==> config.mk <==
export PLATFORM = sky130hd
export DESIGN_NAME = hall_sector_tracker_with_encoder_calib_flat
export DESIGN_NICKNAME = d
export VERILOG_FILES = /design/src/rtl/hst_pkg.sv /design/src/rtl/hst_if.sv /design/src/rtl/hst_calib.sv /design/src/rtl/hall_sector_tracker_with_encoder_calib.sv /design/src/flat_wrapper.sv
export VERILOG_INCLUDE_DIRS = /design/src /design/src/rtl
export SDC_FILE = /design/constraint.sdc
export NUM_CORES = 1
export LEC_CHECK = 0
export BUFFER_PORTS_ARGS = -buffer_cell sky130_fd_sc_hd__buf_2
export CAP_MARGIN = 20
export CORE_ASPECT_RATIO = 0.8
export CORE_UTILIZATION = 60
export CTS_CLUSTER_DIAMETER = 80
export DETAILED_ROUTE_END_ITERATION = 12
export PLACE_DENSITY = 0.78
export RECOVER_POWER = 50
export SYNTH_ARGS = -nofsm -noshare
export SYNTH_HDL_FRONTEND = slang
export SYNTH_HIERARCHICAL = 1
export SYNTH_SLANG_ARGS = --single-unit
==> constraint.sdc <==
create_clock -name clk -period 28.9 [get_ports clk]
set_input_delay 5.78 -clock clk [delete_from_list [all_inputs] [get_ports clk]]
set_output_delay 5.78 -clock clk [all_outputs]
set_load 0.005 [all_outputs]
==> src/rtl/assert_macros.svh <==
// ----------------------------------------------------------------------------
// assert_macros
// Assertion helpers shared by the tracker RTL.
// Each macro expands to one labeled concurrent assertion on clk.
// ----------------------------------------------------------------------------
`ifndef ASSERT_MACROS_SVH
`define ASSERT_MACROS_SVH

// Checked only while the block is out of reset.
`define ASSERT_CLK(label, prop, msg) \
  label: assert property (@(posedge clk) disable iff (rst) (prop)) else $error(msg);

// Checked at every edge, also during reset.
`define ASSERT_ALWAYS(label, prop, msg) \
  label: assert property (@(posedge clk) (prop)) else $error(msg);

`endif

==> src/rtl/hst_pkg.sv <==
// ----------------------------------------------------------------------------
// hst_pkg
// Types, constants and lookup tables of the Hall sector tracker.
// ----------------------------------------------------------------------------
package hst_pkg;

  // Thirty electrical degrees on a 16-bit turn.
  localparam logic [15:0] ANGLE_STEP = 16'd5461;
  // All six border bits set.
  localparam logic [5:0]  SEEN_ALL   = 6'b111111;
  localparam logic [2:0]  LAST_SECTOR = 3'd5;

  // Request from the tracker to the calibration unit for one beat.
  typedef struct packed {
    logic        step;
    logic        forward;
    logic [2:0]  sector;
    logic [15:0] raw;
  } calib_req_t;

  // Answer of the calibration unit for the same beat.
  typedef struct packed {
    logic        force_en;
    logic        done;
    logic [15:0] offset;
  } calib_rsp_t;

  // Sector of a Hall code; the invalid codes fall to sector zero.
  function automatic logic [2:0] sector_of(input logic [2:0] code);
    logic [2:0] s;
    unique case (code)
      3'd1:    s = 3'd4;
      3'd2:    s = 3'd2;
      3'd3:    s = 3'd3;
      3'd5:    s = 3'd5;
      3'd6:    s = 3'd1;
      default: s = 3'd0;
    endcase
    return s;
  endfunction

  // Sector angle of a Hall code; the invalid codes give angle zero.
  function automatic logic [15:0] angle_of(input logic [2:0] code);
    logic [15:0] a;
    unique case (code)
      3'd1:    a = 16'd49152;
      3'd2:    a = 16'd27307;
      3'd3:    a = 16'd38229;
      3'd4:    a = 16'd5461;
      3'd5:    a = 16'd60075;
      3'd6:    a = 16'd16384;
      default: a = 16'd0;
    endcase
    return a;
  endfunction

  // Nominal encoder reading at each sector border.
  function automatic logic [15:0] nominal_of(input logic [2:0] idx);
    logic [15:0] n;
    unique case (idx)
      3'd1:    n = 16'd10923;
      3'd2:    n = 16'd21845;
      3'd3:    n = 16'd32768;
      3'd4:    n = 16'd43691;
      3'd5:    n = 16'd54613;
      default: n = 16'd0;
    endcase
    return n;
  endfunction

  // Following sector, modulo six.
  function automatic logic [2:0] next_sector(input logic [2:0] s);
    return (s >= LAST_SECTOR) ? 3'd0 : 3'(s + 3'd1);
  endfunction

endpackage

==> src/rtl/hst_if.sv <==
// ----------------------------------------------------------------------------
// hst_if
// Valid/ready channels for Hall events and tracker results.
// ----------------------------------------------------------------------------

// One Hall edge event per beat.
interface hst_in_if;
  logic        valid;
  logic        ready;
  logic [2:0]  hall_code;
  logic [15:0] encoder_raw;

  modport source (output valid, output hall_code, output encoder_raw, input ready);
  modport sink   (input valid, input hall_code, input encoder_raw, output ready);
endinterface

// One tracker result per beat.
interface hst_out_if;
  logic               valid;
  logic               ready;
  logic signed [31:0] position_count;
  logic [15:0]        force_angle;
  logic               force_valid;
  logic               encoder_restart;
  logic               moved_forward;
  logic               calib_done;
  logic signed [15:0] calib_offset;
  logic [2:0]         hall_code_out;

  modport source (
    output valid, output position_count, output force_angle, output force_valid,
    output encoder_restart, output moved_forward, output calib_done,
    output calib_offset, output hall_code_out, input ready
  );
  modport sink (
    input valid, input position_count, input force_angle, input force_valid,
    input encoder_restart, input moved_forward, input calib_done,
    input calib_offset, input hall_code_out, output ready
  );
endinterface

==> src/rtl/hst_calib.sv <==
// ----------------------------------------------------------------------------
// hst_calib
// Encoder border calibration: tracks the phase, keeps one error per border
// and a running error sum, and gives the negated mean when all are known.
// ----------------------------------------------------------------------------
`include "assert_macros.svh"

module hst_calib
  import hst_pkg::*;
(
  input  logic       clk,
  input  logic       rst,
  input  calib_req_t req,
  output calib_rsp_t rsp
);

  typedef enum logic [1:0] {
    PH_ARM  = 2'd0,
    PH_SCAN = 2'd1,
    PH_DONE = 2'd2
  } phase_t;

  // Reset errors are those of all-zero samples; their sum is -32768.
  localparam logic signed [18:0] SUM_RESET = -19'sd32768;
  // Reciprocal of six, exact for magnitudes below 2**19.
  localparam logic [17:0]        RECIP_SIX = 18'd174763;
  localparam int                 RECIP_SHIFT = 20;

  phase_t             phase;
  logic [5:0]         seen;
  logic signed [15:0] border_err [6];
  logic signed [18:0] err_sum;

  logic [2:0]         bidx;
  logic signed [15:0] err_new;
  logic signed [15:0] err_old;
  logic signed [18:0] sum_next;
  logic [5:0]         seen_next;
  logic               scan_step;
  logic               done;
  logic [17:0]        mag;
  logic [35:0]        prod;
  logic [15:0]        quot;
  logic [15:0]        offset;

  // Border hit by this step and its error against the nominal reading.
  always_comb begin
    bidx      = req.forward ? req.sector : next_sector(req.sector);
    err_new   = signed'(req.raw - nominal_of(bidx));
    err_old   = border_err[bidx];
    sum_next  = err_sum - 19'(err_old) + 19'(err_new);
    seen_next = seen | (6'd1 << bidx);
    scan_step = req.step && (phase == PH_SCAN);
    done      = scan_step && (seen_next == SEEN_ALL);
  end

  // Mean of the six errors, truncated toward zero, then negated.
  always_comb begin
    mag  = sum_next[18] ? 18'(-sum_next) : sum_next[17:0];
    prod = mag * RECIP_SIX;
    quot = prod[RECIP_SHIFT +: 16];
    offset = sum_next[18] ? quot : 16'(-quot);
  end

  assign rsp.force_en = (phase == PH_ARM) || (phase == PH_SCAN);
  assign rsp.done     = done;
  assign rsp.offset   = done ? offset : 16'd0;

  // Phase, border errors and running sum.
  always_ff @(posedge clk) begin
    if (rst) begin
      phase   <= PH_ARM;
      seen    <= '0;
      err_sum <= SUM_RESET;
      for (int i = 0; i < 6; i++) begin
        border_err[i] <= signed'(16'd0 - nominal_of(3'(i)));
      end
    end else if (req.step) begin
      unique case (phase)
        PH_ARM: begin
          phase <= PH_SCAN;
        end
        PH_SCAN: begin
          border_err[bidx] <= err_new;
          err_sum          <= sum_next;
          seen             <= seen_next;
          if (seen_next == SEEN_ALL) begin
            phase <= PH_DONE;
          end
        end
        default: begin
        end
      endcase
    end
  end

  // A finished calibration stays finished with every border recorded.
  `ASSERT_CLK(a_done_sticks, done |=> (phase == PH_DONE) && !rsp.force_en, "calibration did not finish")
  `ASSERT_ALWAYS(a_done_all_seen, (phase == PH_DONE) |-> (seen == SEEN_ALL), "done without all borders")

endmodule

==> src/rtl/hall_sector_tracker_with_encoder_calib.sv <==
// ----------------------------------------------------------------------------
// hall_sector_tracker_with_encoder_calib
// Stages: one input register and one result register, decode in between.
// Throughput: one Hall event per cycle while the result side does not stall;
//   the sector and count feedback closes in the single stage between the
//   two registers.
// Reset: synchronous; clears the count, previous code, calibration state and
//   both stage valids, so the first event afterwards takes the restart path.
// ----------------------------------------------------------------------------
`include "assert_macros.svh"

module hall_sector_tracker_with_encoder_calib
  import hst_pkg::*;
(
  input  logic       clk,
  input  logic       rst,
  hst_in_if.sink     hall_evt,
  hst_out_if.source  result
);

  // Input register.
  logic               in_full;
  logic [2:0]         code_r;
  logic [15:0]        raw_r;

  // Tracker state.
  logic [2:0]         prev_code;
  logic [2:0]         prev_sector;
  logic [31:0]        step_count;

  // Result register.
  logic               res_valid;

  logic               advance;
  logic               fire;
  logic [2:0]         sector;
  logic [15:0]        angle;
  logic               restart;
  logic               forward;
  logic [31:0]        count_next;
  logic [15:0]        angle_moved;
  logic [15:0]        angle_next;
  logic               force_next;
  calib_req_t         creq;
  calib_rsp_t         crsp;

  // The stage moves when the result register is empty or being drained.
  assign advance        = !res_valid || result.ready;
  assign fire           = in_full && advance;
  assign hall_evt.ready = !in_full || advance;
  assign result.valid   = res_valid;

  // Decode of the latched event against the previous one.
  always_comb begin
    sector      = sector_of(code_r);
    angle       = angle_of(code_r);
    restart     = (prev_code == 3'd0);
    forward     = !restart && (sector == next_sector(prev_sector));
    angle_moved = forward ? 16'(angle - ANGLE_STEP) : 16'(angle + ANGLE_STEP);
    if (restart) begin
      count_next = '0;
    end else if (forward) begin
      count_next = step_count + 32'd1;
    end else begin
      count_next = step_count - 32'd1;
    end
    force_next = restart || crsp.force_en;
    if (restart) begin
      angle_next = angle;
    end else if (crsp.force_en) begin
      angle_next = angle_moved;
    end else begin
      angle_next = '0;
    end
  end

  assign creq.step    = fire && !restart;
  assign creq.forward = forward;
  assign creq.sector  = sector;
  assign creq.raw     = raw_r;

  hst_calib u_calib (
    .clk (clk),
    .rst (rst),
    .req (creq),
    .rsp (crsp)
  );

  // Input register: loads on an accepted beat, empties when the stage fires.
  always_ff @(posedge clk) begin
    if (rst) begin
      in_full <= 1'b0;
    end else if (hall_evt.valid && hall_evt.ready) begin
      in_full <= 1'b1;
    end else if (fire) begin
      in_full <= 1'b0;
    end
    if (hall_evt.valid && hall_evt.ready) begin
      code_r <= hall_evt.hall_code;
      raw_r  <= hall_evt.encoder_raw;
    end
  end

  // Tracker state and result register.
  always_ff @(posedge clk) begin
    if (rst) begin
      prev_code   <= '0;
      prev_sector <= '0;
      step_count  <= '0;
      res_valid   <= 1'b0;
    end else if (fire) begin
      prev_code   <= code_r;
      prev_sector <= sector;
      step_count  <= count_next;
      res_valid   <= 1'b1;
    end else if (result.ready) begin
      res_valid   <= 1'b0;
    end
    if (fire) begin
      result.position_count  <= signed'(count_next);
      result.force_angle     <= angle_next;
      result.force_valid     <= force_next;
      result.encoder_restart <= restart;
      result.moved_forward   <= forward;
      result.calib_done      <= crsp.done;
      result.calib_offset    <= signed'(crsp.offset);
      result.hall_code_out   <= code_r;
    end
  end

  // Result consistency across fields.
  `ASSERT_CLK(a_restart_clears, res_valid && result.encoder_restart |-> (result.position_count == 32'sd0) && !result.moved_forward && result.force_valid, "restart result inconsistent")
  `ASSERT_CLK(a_done_forces, res_valid && result.calib_done |-> result.force_valid && !result.encoder_restart, "calibration done without force")
  `ASSERT_CLK(a_count_tracks, fire && !restart |=> (step_count == $past(step_count) + 32'd1) || (step_count == $past(step_count) - 32'd1), "count moved by more than one")

endmodule

==> src/flat_wrapper.sv <==
// flat-port wrapper written by rule: the top's interface ports become plain ports
module hall_sector_tracker_with_encoder_calib_flat import hst_pkg::*;
  (clk, rst, hall_evt_valid, hall_evt_hall_code, hall_evt_encoder_raw, hall_evt_ready, result_valid, result_position_count, result_force_angle, result_force_valid, result_encoder_restart, result_moved_forward, result_calib_done, result_calib_offset, result_hall_code_out, result_ready);
  hst_in_if hall_evt_i ();
  hst_out_if result_i ();
  input  logic clk;
  input  logic rst;
  input wire logic [$bits(hall_evt_i.valid)-1:0] hall_evt_valid;
  input wire logic [$bits(hall_evt_i.hall_code)-1:0] hall_evt_hall_code;
  input wire logic [$bits(hall_evt_i.encoder_raw)-1:0] hall_evt_encoder_raw;
  output wire logic [$bits(hall_evt_i.ready)-1:0] hall_evt_ready;
  output wire logic [$bits(result_i.valid)-1:0] result_valid;
  output wire logic [$bits(result_i.position_count)-1:0] result_position_count;
  output wire logic [$bits(result_i.force_angle)-1:0] result_force_angle;
  output wire logic [$bits(result_i.force_valid)-1:0] result_force_valid;
  output wire logic [$bits(result_i.encoder_restart)-1:0] result_encoder_restart;
  output wire logic [$bits(result_i.moved_forward)-1:0] result_moved_forward;
  output wire logic [$bits(result_i.calib_done)-1:0] result_calib_done;
  output wire logic [$bits(result_i.calib_offset)-1:0] result_calib_offset;
  output wire logic [$bits(result_i.hall_code_out)-1:0] result_hall_code_out;
  input wire logic [$bits(result_i.ready)-1:0] result_ready;
  assign hall_evt_i.valid = hall_evt_valid;
  assign hall_evt_i.hall_code = hall_evt_hall_code;
  assign hall_evt_i.encoder_raw = hall_evt_encoder_raw;
  assign hall_evt_ready = hall_evt_i.ready;
  assign result_valid = result_i.valid;
  assign result_position_count = result_i.position_count;
  assign result_force_angle = result_i.force_angle;
  assign result_force_valid = result_i.force_valid;
  assign result_encoder_restart = result_i.encoder_restart;
  assign result_moved_forward = result_i.moved_forward;
  assign result_calib_done = result_i.calib_done;
  assign result_calib_offset = result_i.calib_offset;
  assign result_hall_code_out = result_i.hall_code_out;
  assign result_i.ready = result_ready;
  hall_sector_tracker_with_encoder_calib u_core (.clk(clk), .rst(rst), .hall_evt(hall_evt_i), .result(result_i));
endmodule
; ---- Yosys cells after proc, flatten, opt, wreduce, memory -nomap -nowiden
; Memories as Yosys holds them, arrays and structs flattened.
; Index checks and enable logic that the tools add are counted.
[word_totals]
out_inout_bits = 73
input_bits = 23
mem_bits_rw = 96
memories = 1
ff_bits = 157
[memory_table]
columns = name, depth, word_bits, rd, rd_clocked_by_memory_dff, write_ports, line
row1 = u_core.u_calib.border_err, 6, 16, 1, 0, 6, hst_calib.sv:31  ; logic signed [15:0] border_err [6];
[op_classes]
n_lt_le_gt_ge = 2
bitwise_logic = 1
addsub = 17
n_shift = 1
n_mul = 1
n_reduce_logical = 21
n_eq_ne = 15
muxes = 34
[op_table]
columns = cell, count
row1 = 16-bit two-way mux, 11
row2 = 16-bit one-hot mux with 6 select lines, 1
row3 = 1-bit by 16-bit subtractor with 16-bit output (first input constant), 6
row4 = 16-bit one-hot mux with 5 select lines, 1
row5 = 32-bit two-way mux, 2
row6 = 18-bit by 18-bit multiplier with 36-bit output (second input constant), 1
row7 = 32-bit by 1-bit adder with 32-bit output (second input constant), 1
row8 = 32-bit by 1-bit subtractor with 32-bit output (second input constant), 1
row9 = 19-bit by 16-bit adder with 19-bit output, 1
row10 = 19-bit by 16-bit subtractor with 19-bit output, 1
row11 = 18-bit two-way mux, 1
row12 = 18-bit negator, 1
row13 = 16-bit by 13-bit adder with 16-bit output (second input constant), 1
row14 = 16-bit negator, 1
row15 = 16-bit OR reduction, 1
row16 = 16-bit by 13-bit subtractor with 16-bit output (second input constant), 1
row17 = 16-bit subtractor, 1
row18 = 3-bit == test (second input constant), 5
row19 = 3-bit one-hot mux with 5 select lines, 1
row20 = 3-bit by 2-bit == test with 1-bit output (second input constant), 4
row21 = 3-bit two-way mux, 4
row22 = 1-bit two-way mux, 11
row23 = 3-bit by 1-bit adder with 3-bit output (second input constant), 2
row24 = 3-bit by 1-bit == test with 1-bit output (second input constant), 2
row25 = 17 further kinds, 30

; ---- Logic depth before layout (Yosys ltp)
; Gate-level depths: netlist of run 1.
[depth]
depth_word = 14
mapped_depth = 62
depth_no_buf = 57

; ---- By module
; The synthesis of run 1 kept the hierarchy.
[modules_own_cells]
columns = module, instances, cells_each, seq_area_each_um2, area_per_inst_um2
row1 = hst_calib, 1, 1679, 4384.2, 15487.4
row2 = hall_sector_tracker_with_encoder_calib, 1, 639, 3413.3, 6585.1

; ---- Least setup slack after synthesis of run 1
; OpenSTA, ideal clock, no wires.
[synth_timing]
kind = flip-flop to flip-flop
startpoint = register u_core.code_r[2]
endpoint = register u_core.result.calib_offset[10], data pin
path_slack_ps = 14745
setup_time_ps = 265
path_buffers = 6
path_stages_with_launch = 59
required_ps = 28635
arrival_time_ps = 13890
cell_sequence = edfxtp_1 > inv_1 > ha_1 > nor3b_1 > o21a_1 > o21ai_0 > a211oi_4 > buf_2 > buf_2 > nand2_1 > o2bb2ai_1 > clkbuf_1 > buf_1 > a21oi_1 > ha_1 > a21o_1 > a21oi_1 > o21bai_1 > (+23 left out) > fa_1 > fa_1 > inv_1 > fa_1 > inv_1 > ha_1 > clkbuf_1 > and2_1 > nand2_1 > or2_0 > o211ai_1 > a311oi_1 > or2_2 > xor2_1 > and3_1 > a2111o_1 > a41oi_1 > nor3_2
[synth_rtl]
columns = item, line
row1 = "start, declared", hall_sector_tracker_with_encoder_calib.sv:23  ; logic [2:0] code_r;
row2 = "start signal, assigned", hall_sector_tracker_with_encoder_calib.sv:99  ; code_r <= hall_evt.hall_code;
row3 = "end signal, assigned", hall_sector_tracker_with_encoder_calib.sv:126  ; result.calib_offset <= signed'(crsp.offset);
row4 = "end, declared", hst_if.sv:33  ; output calib_offset, output hall_code_out, input ready

==> run_results.csv, run 1 <==
group,metric,value,unit
floorplan,initial_core_util,0.6119,
sta,setup_violations,0,
worst_hold_path,hold_class,"register to register",
clocking,postCtsHoldBufs,0,
placement,placed_area,0.02302,mm^2
clocking,cts_max_level,1,
synth,syn_nets,2707,
setup_path,reg2reg_slack,11.62,ns
final_layout,final_nets,2782,
sta,drv_slew,254,
synth,ys_seq_area_frac,0.3533,
flow_run,max_cap_violations,7,
global_routing,first_global_vias,16433,
clocking,clock_sinks,282,
sta,rsz0062_at_grt,"false",
worst_hold_path,hp-start,"u_core/step_count[8]",
placement,io_buffers,95,
synth,yosysTopAreaCellShare,0.2925,
setup_path,slowest_stage,"clkbuf_1",
floorplan,fp.dieW,216.4,um
routing,vias,17118,
final_layout,regArea,0.007797,mm^2
final_layout,nFillCells,2866,
floorplan,die_h,173.6,um
synth,synth_area,0.02207,mm^2
synth,synth_adder_area_share,0.2507,
synth,muxShareOfSynthArea,0.004988,
clocking,ctsResizeCount,0,
setup_path,rr_worst_depth,55,
setup_path,crit_fanout,40,
sta,finalCritPeriodShare,0.5978,
synth,ys.warnings.count,6,
routing,vias_per_cell,5.911,
synth,synth_top_family_by_area,"adder cells",
synth,synth_largest_area_cell,"edfxtp_1",
status,status,"finished with violations",
setup_path,cpMostUsedCell,"a21oi_1",
final_layout,multiInputGateArea,0.01268,mm^2
final_layout,stdcell_area,0.02390,mm^2
clocking,post_cts.repair.setup_buffers,0,
clocking,cts_buffers,29,
synth,synth_edf_count,215,
clocking,cts_root_buf,"clkbuf_16",
routing,routed_wl,54220,um
global_routing,grtUsageTotal,0.2868,
sta,fin_setup_tns,0,ns
final_layout,drive_above_1_share,0.06250,
routing,firstDrtPassIters,6,
floorplan,fp.coreArea,0.03607,mm^2
setup_path,cp.required,29.19,ns
synth,synth_xor_area_frac,0.05017,
clocking,cts_tree,"yes",
clocking,cts_buffer_depth,3,
sta,period_needed,17.28,ns
clocking,clock_latency,0.57,ns
synth,synth.area.top_cells,"edfxtp_1, ha_1, fa_1, dfxtp_1, inv_1",
routing,drc_errors,0,
setup_path,worstPathArrival,17.56,ns
synth,syn_inst,2318,
synth,synth-compound-area-share,0.1317,
sta,timing_hold_violations_final,0,
status,violations,"capacitance limit, slew limit",
synth,ys.flop_type,"edfxtp_1",
synth,synth_seq_cells,282,
setup_path,reg2reg_from,"u_core/code_r[2]",
sta,fin_skew,0.01745,ns
worst_hold_path,hold_end,"u_core/step_count[8]",
floorplan,fp-row-count,62,
setup_path,slowest_delay,0.83,ns
synth,async_flop_share,0,
setup_path,path_class,"register to register",
floorplan,die_area,0.03756,mm^2
placement,hpwl,40310,um
global_routing,grt_max_degree,64,
setup_path,r2r-end,"u_core/result.calib_offset[15]",
routing,drt.antenna.violating_nets,0,
synth,yosys.area_share.simple,0.1374,
setup_path,worstSetupEndpointType,"register",
floorplan,ios,96,
placement,globalplace.congestion,0.9406,
worst_hold_path,hold_depth,2,
global_routing,overflow,0,
global_routing,grt_antenna_before_repair,1,
synth,avgSynthCellArea,9.522,um^2
routing,detail_route.iter0.violations,1512,
clocking,clk_pin_slew_worst_paths,0.07,ns
synth,yosysUniqueCellTypes,86,
sta,slew_headroom,-1.178,
final_layout,area_growth,8.293,%
routing,wl_per_cell,18.72,um
final_layout,num_antenna_cells,0,
sta,max_freq,57.88,MHz
global_routing,grt_pass1_wl,85860,um
setup_path,critPathLaunchType,"register",
final_layout,post-route-util,0.6626,
sta,worst_pin_slew,3.267,ns
worst max path at each step:
stage / startpoint / end / slack [ns] / cells past startpoint
2_1_floorplan: u_core/code_r[2] / u_core/result.calib_offset[10] / 14.75 / 58
3_3_place_gp: u_core/code_r[2] / u_core/result.calib_offset[15] / 13.16 / 53
3_5_place_dp: u_core/code_r[2] / u_core/result.calib_offset[15] / 12.49 / 54
4_1_cts: u_core/code_r[2] / u_core/result.calib_offset[15] / 12.41 / 54
5_1_grt: u_core/code_r[2] / u_core/result.calib_offset[15] / 10.56 / 55
6_report: u_core/code_r[2] / u_core/result.calib_offset[15] / 11.62 / 55
cells in the final DEF, fill, tap and decap left out, drive strengths merged, types with 19 or more instances in the layout:
| master | n |
|---|---|
| a21o | 35 |
| a21oi | 174 |
| and3 | 19 |
| buf | 78 |
| clkbuf | 85 |
| dfxtp | 67 |
| edfxtp | 215 |
| fa | 127 |
| ha | 239 |
| inv | 338 |
| nand2 | 278 |
| nand2b | 20 |
| nand3 | 45 |
| nor2 | 178 |
| nor2b | 19 |
| nor3 | 34 |
| o21ai | 99 |
| xnor2 | 68 |
| xor2 | 49 |
layout make-up:
| cell class | instances | area share |
|---|---|---|
| Multi-Input combinational cell | 1624 | 0.5305 |
| Timing Repair Buffer | 120 | 0.02460 |
| Sequential cell | 282 | 0.3262 |
| Clock inverter | 11 | 0.005182 |
| Tap cell | 480 | 0.02513 |
| Clock buffer | 43 | 0.03554 |
| Inverter | 336 | 0.05282 |
cell families after synthesis:
logic type | after synthesis
DFF | 282
adders and majority gates | 366
and+or+nand+nor | 670
buffers and inverters | 412
xor gates and xnor gates | 119
muxes | 11
AOI/OAI and AO/OA | 458
worst max-delay path, delay by kind of cell (launching register included):
kind | cells | cell delay [ns]
AOI/OAI and AO/OA | 24 | 6.34
adders and majority gates | 11 | 5.02
xor gates and xnor gates | 7 | 2.59
buffers and inverters | 8 | 1.80
and+or+nand+nor | 5 | 0.73
DFF | 1 | 0.50
per-stage QoR:
| stage | hold WS, ns | cells | setup WS [ns] |
|---|---|---|---|
| after floorplan | 0.4310 | 2318 | 14.75 |
| after global placement | 0.4380 | 2841 | 13.16 |
| after detailed placement | 0.4480 | 2841 | 12.49 |
| after CTS | 0.4606 | 2895 | 12.41 |
| after global routing | 0.4818 | 2896 | 10.56 |
| final | 0.4603 | 2896 | 11.62 |
synth_stat cells (19+ instances only):
master and n:
edfxtp_1 215, xnor2_1 67, nand2_1 278, a21o_1 35, o21ai_0 94, a21oi_1 173
xor2_1 47, nand3_1 45, nor3_1 33, nand2b_1 20, nor2b_1 19, dfxtp_1 67
nor2_1 178, ha_1 239, fa_1 127, clkbuf_1 55, inv_1 335
flip-flops by register name (all words and copies together), names as in the netlist, 6 cells and up:
register,count
u_core/u_calib/border_err,128
u_core/result.position_count,32
u_core/step_count,32
u_core/u_calib/err_sum,19
u_core/raw_r,16
u_core/result.calib_offset,16
u_core/result.force_angle,13
u_core/u_calib/seen,6
metal layers:
layer | vias to the layer above | global-route usage | routed length (um) | part of all wire
li1 | 8037 | - | - | -
met1 | 8276 | 0.4227 | 23990 | 0.44
met2 | 715 | 0.4424 | 24180 | 0.45
met3 | 88 | 0.05088 | 4880 | 0.090
met4 | 2 | 0.06338 | 1150 | 0.021
met5 | - | 0 | 13 | 0.00024
Power of run 1 is left out: the tool's default activity adds up to more than one toggle a clock period on the data nets, which glitch-free logic cannot reach.
==> run 2: changes to the inputs <==
- CORE_UTILIZATION: 60 -> 57
- clock period: 28.9 -> 15.4 ns (I/O delays scaled with it)
==> run 2 against run 1 <==
Against the previous run: the run still ends with capacitance limit, slew limit left; non-clock buffer count is 13 higher; sequential share of layout area down 0.43 points; global-route usage is 0.75 points lower; routed wire length up 1.4%; core utilization shrank 2.8 points; die area rose by 5.2%; clock-buffer cell count is 5 lower; clock skew down 0.0058 ns; critical path depth is 3 higher; via count shrank 0.58%.
==> run_results.csv, run 2 (synthesis results as in run 1) <==
group,metric,value,unit
final_layout,largest_reg_flops,128,
routing,drt.antenna.violating_nets,0,
status,status,"finished with violations",
global_routing,grt_pass1_wl,87950,um
clocking,cts_max_level,1,
flow_run,max_cap_violations,6,
setup_path,reg2reg_slack,0.69,ns
setup_path,cpMostUsedCell,"fa_1",
clocking,cts_buffers,30,
floorplan,fp.coreArea,0.03820,mm^2
clocking,cts_tree,"yes",
floorplan,ios,96,
final_layout,num_antenna_cells,0,
setup_path,path_class,"register to register",
final_layout,final_cell_mix,"inv_1, nand2_1, ha_1",
clocking,postCtsHoldBufs,0,
placement,io_buffers,95,
global_routing,grtUsageTotal,0.2794,
clocking,clock_sinks,282,
routing,vias,17019,
floorplan,initial_core_util,0.5779,
sta,timing_hold_violations_final,0,
sta,worst_pin_slew,4.283,ns
sta,setup_violations,0,
setup_path,crit_fanout,23,
final_layout,layout.cells.most_common,"inv_1",
final_layout,reg_top3,"u_core/u_calib/border_err x128, u_core/result.position_count x32, u_core/step_count x32",
routing,drc_errors,0,
setup_path,critPathLaunchType,"register",
floorplan,die_area,0.03952,mm^2
final_layout,stdcell_area,0.02422,mm^2
floorplan,fp.dieW,222.0,um
setup_path,slowest_stage,"fa_1",
global_routing,overflow,0,
placement,hpwl,40950,um
placement,pre_cts_ws,0.2192,ns
final_layout,top_register,"u_core/u_calib/border_err",
routing,detail_route.iter0.violations,1590,
status,violations,"capacitance limit, slew limit",
setup_path,cp.required,15.70,ns
clocking,cts_buffer_depth,3,
sta,setup_ws,0.6911,ns
placement,globalplace.congestion,0.9628,
clocking,clock_latency,0.57,ns
sta,finalCritPeriodShare,0.9551,
sta,period_needed,14.71,ns
setup_path,crit_start,"u_core/code_r[2]",
floorplan,fp-row-count,64,
routing,wl_per_cell,18.79,um
global_routing,grt_max_degree,85,
sta,drv_slew,202,
setup_path,worstSetupEndpointType,"register",
final_layout,final_nets,2796,
routing,routed_wl,54980,um
clocking,cts_root_buf,"clkbuf_16",
final_layout,drive_above_1_share,0.06828,
sta,max_freq,67.99,MHz
global_routing,first_global_vias,16880,
global_routing,grt_antenna_before_repair,0,
sta,fin_skew,0.01168,ns
setup_path,reg2reg_from,"u_core/code_r[2]",
routing,firstDrtPassIters,6,
worst_hold_path,hold_class,"register to register",
setup_path,worstPathArrival,15.00,ns
sta,fin_setup_tns,0,ns
placement,placed_area,0.02311,mm^2
final_layout,area_growth,9.750,%
floorplan,die_h,178.0,um
setup_path,slowest_delay,0.54,ns
clocking,clk_pin_slew_worst_paths,0.07,ns
sta,slew_headroom,-1.855,
routing,vias_per_cell,5.816,
worst_hold_path,hp-start,"u_core/prev_code[0]",
-- run 2: cell count changes in the layout (fill, tap and decap cells not counted), moves of 3 or more --
cell and delta:
buf_2 -21, xnor2_2 +7, clkbuf_1 +15, xor2_2 +6, clkbuf_8 -3, o21ai_0 -3
o21ai_1 +3, clkinv_1 +4, buf_4 +15, xnor2_1 -7, xor2_1 -6
-- run 2: final cells by class --
cell class | instances | area (um^2)
clock buffer | 38 | 822.0
tap | 495 | 619.3
timing repair buffer | 133 | 683.2
multi-input combinational | 1624 | 12830
fill | 3097 | 13970
sequential | 282 | 7797
clock inverter | 18 | 210.2
inverter | 336 | 1262
-- run 2: through the flow --
stage	util	hold WS [ns]	std cells
6_report	0.6342	0.4513	2926
3_3_place_gp	0.6050	0.4403	2864
2_1_floorplan	-	0.4310	2318
3_5_place_dp	0.6050	0.4444	2864
4_1_cts	0.6320	0.4530	2920
5_1_grt	0.6342	0.4762	2926
-- run 2: path summary, 6_finish.rpt --
path | to | cells after the start
max | u_core/result.calib_offset[15] | 58
min | u_core/prev_code[0] | 2
max reg2reg | u_core/result.calib_offset[15] | 58
min reg2reg | u_core/prev_code[0] | 2
-- run 2: repair_timing --
item,4_1_cts,5_1_grt
setup buffers,0,6
gates resized for setup,0,23
endpoints found under the setup margin,0,15
-- run 2: worst max-delay path, delay by kind of cell (launching register included) --
kind | cells | cell delay (ns)
AO/OA/AOI/OAI | 23 | 5.25
adder cells (fa/ha/maj) | 11 | 4.37
buffers and inverters | 11 | 1.58
AND/OR/NAND/NOR | 8 | 1.45
XOR/XNOR | 5 | 1.27
flip-flops | 1 | 0.52
-- run 2: routing by layer --
metal  part of all wire  up-vias  GRT usage  routed length [um]
met5                  0        -          0                   0
met4              0.021        0    0.07002                1143
met3              0.085       92    0.05090                4676
met2               0.45      674     0.4421               25000
met1               0.44     8180     0.3979               24150
li1                   -     8073          -                   -
Power of run 2 is left out for the same reason.
==> run 3: changes to the inputs <==
- BUFFER_PORTS_ARGS: -buffer_cell sky130_fd_sc_hd__buf_2 -> -buffer_cell sky130_fd_sc_hd__clkbuf_2
==> run 3 against run 2 <==
Against the previous run: the run still ends with capacitance limit, slew limit left; critical endpoint is now u_core/result.calib_offset[11]; setup slack gained 0.085 ns; hold slack better by 0.0055 ns; largest cell class unchanged; design area decreased by 0.19%; critical path depth is 2 lower; global-route usage fell by 0.28 points; final cell count grew 0.17%; routed wire length is essentially flat.
==> run_results.csv, run 3 (synthesis results as in run 1) <==
group,metric,value,unit
sta,slew_headroom,-1.846,
final_layout,final_nets,2805,
global_routing,grt_pass1_wl,87260,um
routing,firstDrtPassIters,7,
global_routing,grt_max_degree,83,
setup_path,cp.required,15.68,ns
setup_path,slowest_stage,"a2111oi_1",
clocking,clock_sinks,282,
sta,max_freq,68.38,MHz
sta,timing_hold_violations_final,0,
sta,worst_pin_slew,4.270,ns
setup_path,worstSetupEndpointType,"register",
final_layout,final_cell_mix,"inv_1, nand2_1, ha_1",
global_routing,overflow,0,
final_layout,num_antenna_cells,0,
status,violations,"capacitance limit, slew limit",
placement,io_buffers,95,
routing,drc_errors,0,
sta,drv_slew,232,
final_layout,largest_reg_flops,128,
placement,globalplace.congestion,0.9416,
floorplan,ios,96,
final_layout,top_register,"u_core/u_calib/border_err",
floorplan,fp.dieW,222.0,um
clocking,cts_max_level,1,
final_layout,layout.cells.most_common,"inv_1",
final_layout,multiInputGateArea,0.01282,mm^2
worst_hold_path,hold_class,"register to register",
clocking,cts_buffers,29,
global_routing,grtUsageTotal,0.2766,
routing,vias_per_cell,5.894,
clocking,clock_latency,0.55,ns
clocking,cts_tree,"yes",
setup_path,crit_fanout,15,
routing,routed_wl,54940,um
global_routing,first_global_vias,16682,
clocking,cts_buffer_depth,3,
routing,detail_route.iter0.violations,1648,
flow_run,max_cap_violations,6,
routing,vias,17274,
routing,wl_per_cell,18.74,um
sta,finalCritPeriodShare,0.9496,
placement,hpwl,40480,um
sta,setup_violations,0,
floorplan,die_h,178.0,um
setup_path,cpMostUsedCell,"inv_1",
sta,fin_setup_tns,0,ns
setup_path,slowest_delay,0.58,ns
sta,rsz0062_at_grt,"false",
final_layout,area_growth,9.540,%
final_layout,drive_above_1_share,0.07061,
sta,period_needed,14.62,ns
setup_path,critPathLaunchType,"register",
floorplan,fp.coreArea,0.03820,mm^2
setup_path,worstPathArrival,14.90,ns
routing,drt.antenna.violating_nets,0,
floorplan,fp-row-count,64,
final_layout,regArea,0.007797,mm^2
status,status,"finished with violations",
floorplan,die_area,0.03952,mm^2
setup_path,path_class,"register to register",
final_layout,reg_top3,"u_core/u_calib/border_err x128, u_core/result.position_count x32, u_core/step_count x32",
global_routing,grt_antenna_before_repair,0,
clocking,cts_root_buf,"clkbuf_16",
final_layout,nFillCells,3059,
clocking,clk_pin_slew_worst_paths,0.06,ns
floorplan,initial_core_util,0.5779,
sta,fin_skew,0.009690,ns
run 3: final cells by class:
cell class,count,area share
multi-input combinational,1624,0.5304
sequential,282,0.3225
inverter,336,0.05221
clock buffer,37,0.03214
timing repair buffer,143,0.03105
tap,495,0.02562
clock inverter,14,0.006055
run 3: critical path, delay by kind of cell (launching register included):
kind	cells	cell delay, ns
compound gates	23	5.10
fa+ha+maj	11	4.33
simple gates	8	1.75
xor+xnor	5	1.67
buf+inv	9	0.99
flops	1	0.50
run 3: worst paths after layout:
| check | cells after the start | slack, ns | startpoint | endpoint |
|---|---|---|---|---|
| setup / recovery | 56 | 0.78 | u_core/code_r[2] | u_core/result.calib_offset[11] |
| hold / removal | 2 | 0.46 | u_core/prev_code[1] | u_core/prev_code[1] |
| setup reg to reg | 56 | 0.78 | u_core/code_r[2] | u_core/result.calib_offset[11] |
| hold reg to reg | 2 | 0.46 | u_core/prev_code[1] | u_core/prev_code[1] |
run 3: what timing repair did:
action                                  in CTS  in global routing
gates resized for setup                      0                 21
setup buffers                                0                 12
hold buffers                                 0                  0
endpoints found under the setup margin       0                 15
run 3: per-layer routing:
layer | GRT usage | up-vias | part of all wire
met4 | 0.05382 | 0 | 0.019
met2 | 0.4444 | 791 | 0.46
met3 | 0.04283 | 97 | 0.089
li1 | - | 8094 | -
met1 | 0.3992 | 8292 | 0.43
met5 | 0 | - | 0
run 3: metrics by stage:
step | worst slack, ns | cells | hold slack [ns] | area [um^2] | util
finish | 0.7762 | 2931 | 0.4569 | 24180 | 0.6330
global route | 0.01594 | 2931 | 0.4730 | 24180 | 0.6330
CTS | 0.2149 | 2919 | 0.4606 | 24060 | 0.6300
detailed placement | 0.3207 | 2868 | 0.4523 | 23140 | 0.6058
global placement | 0.8074 | 2868 | 0.4413 | 23140 | 0.6058
floorplan | 1.245 | 2318 | 0.4310 | 22070 | -
Power of run 3 is left out for the same reason.
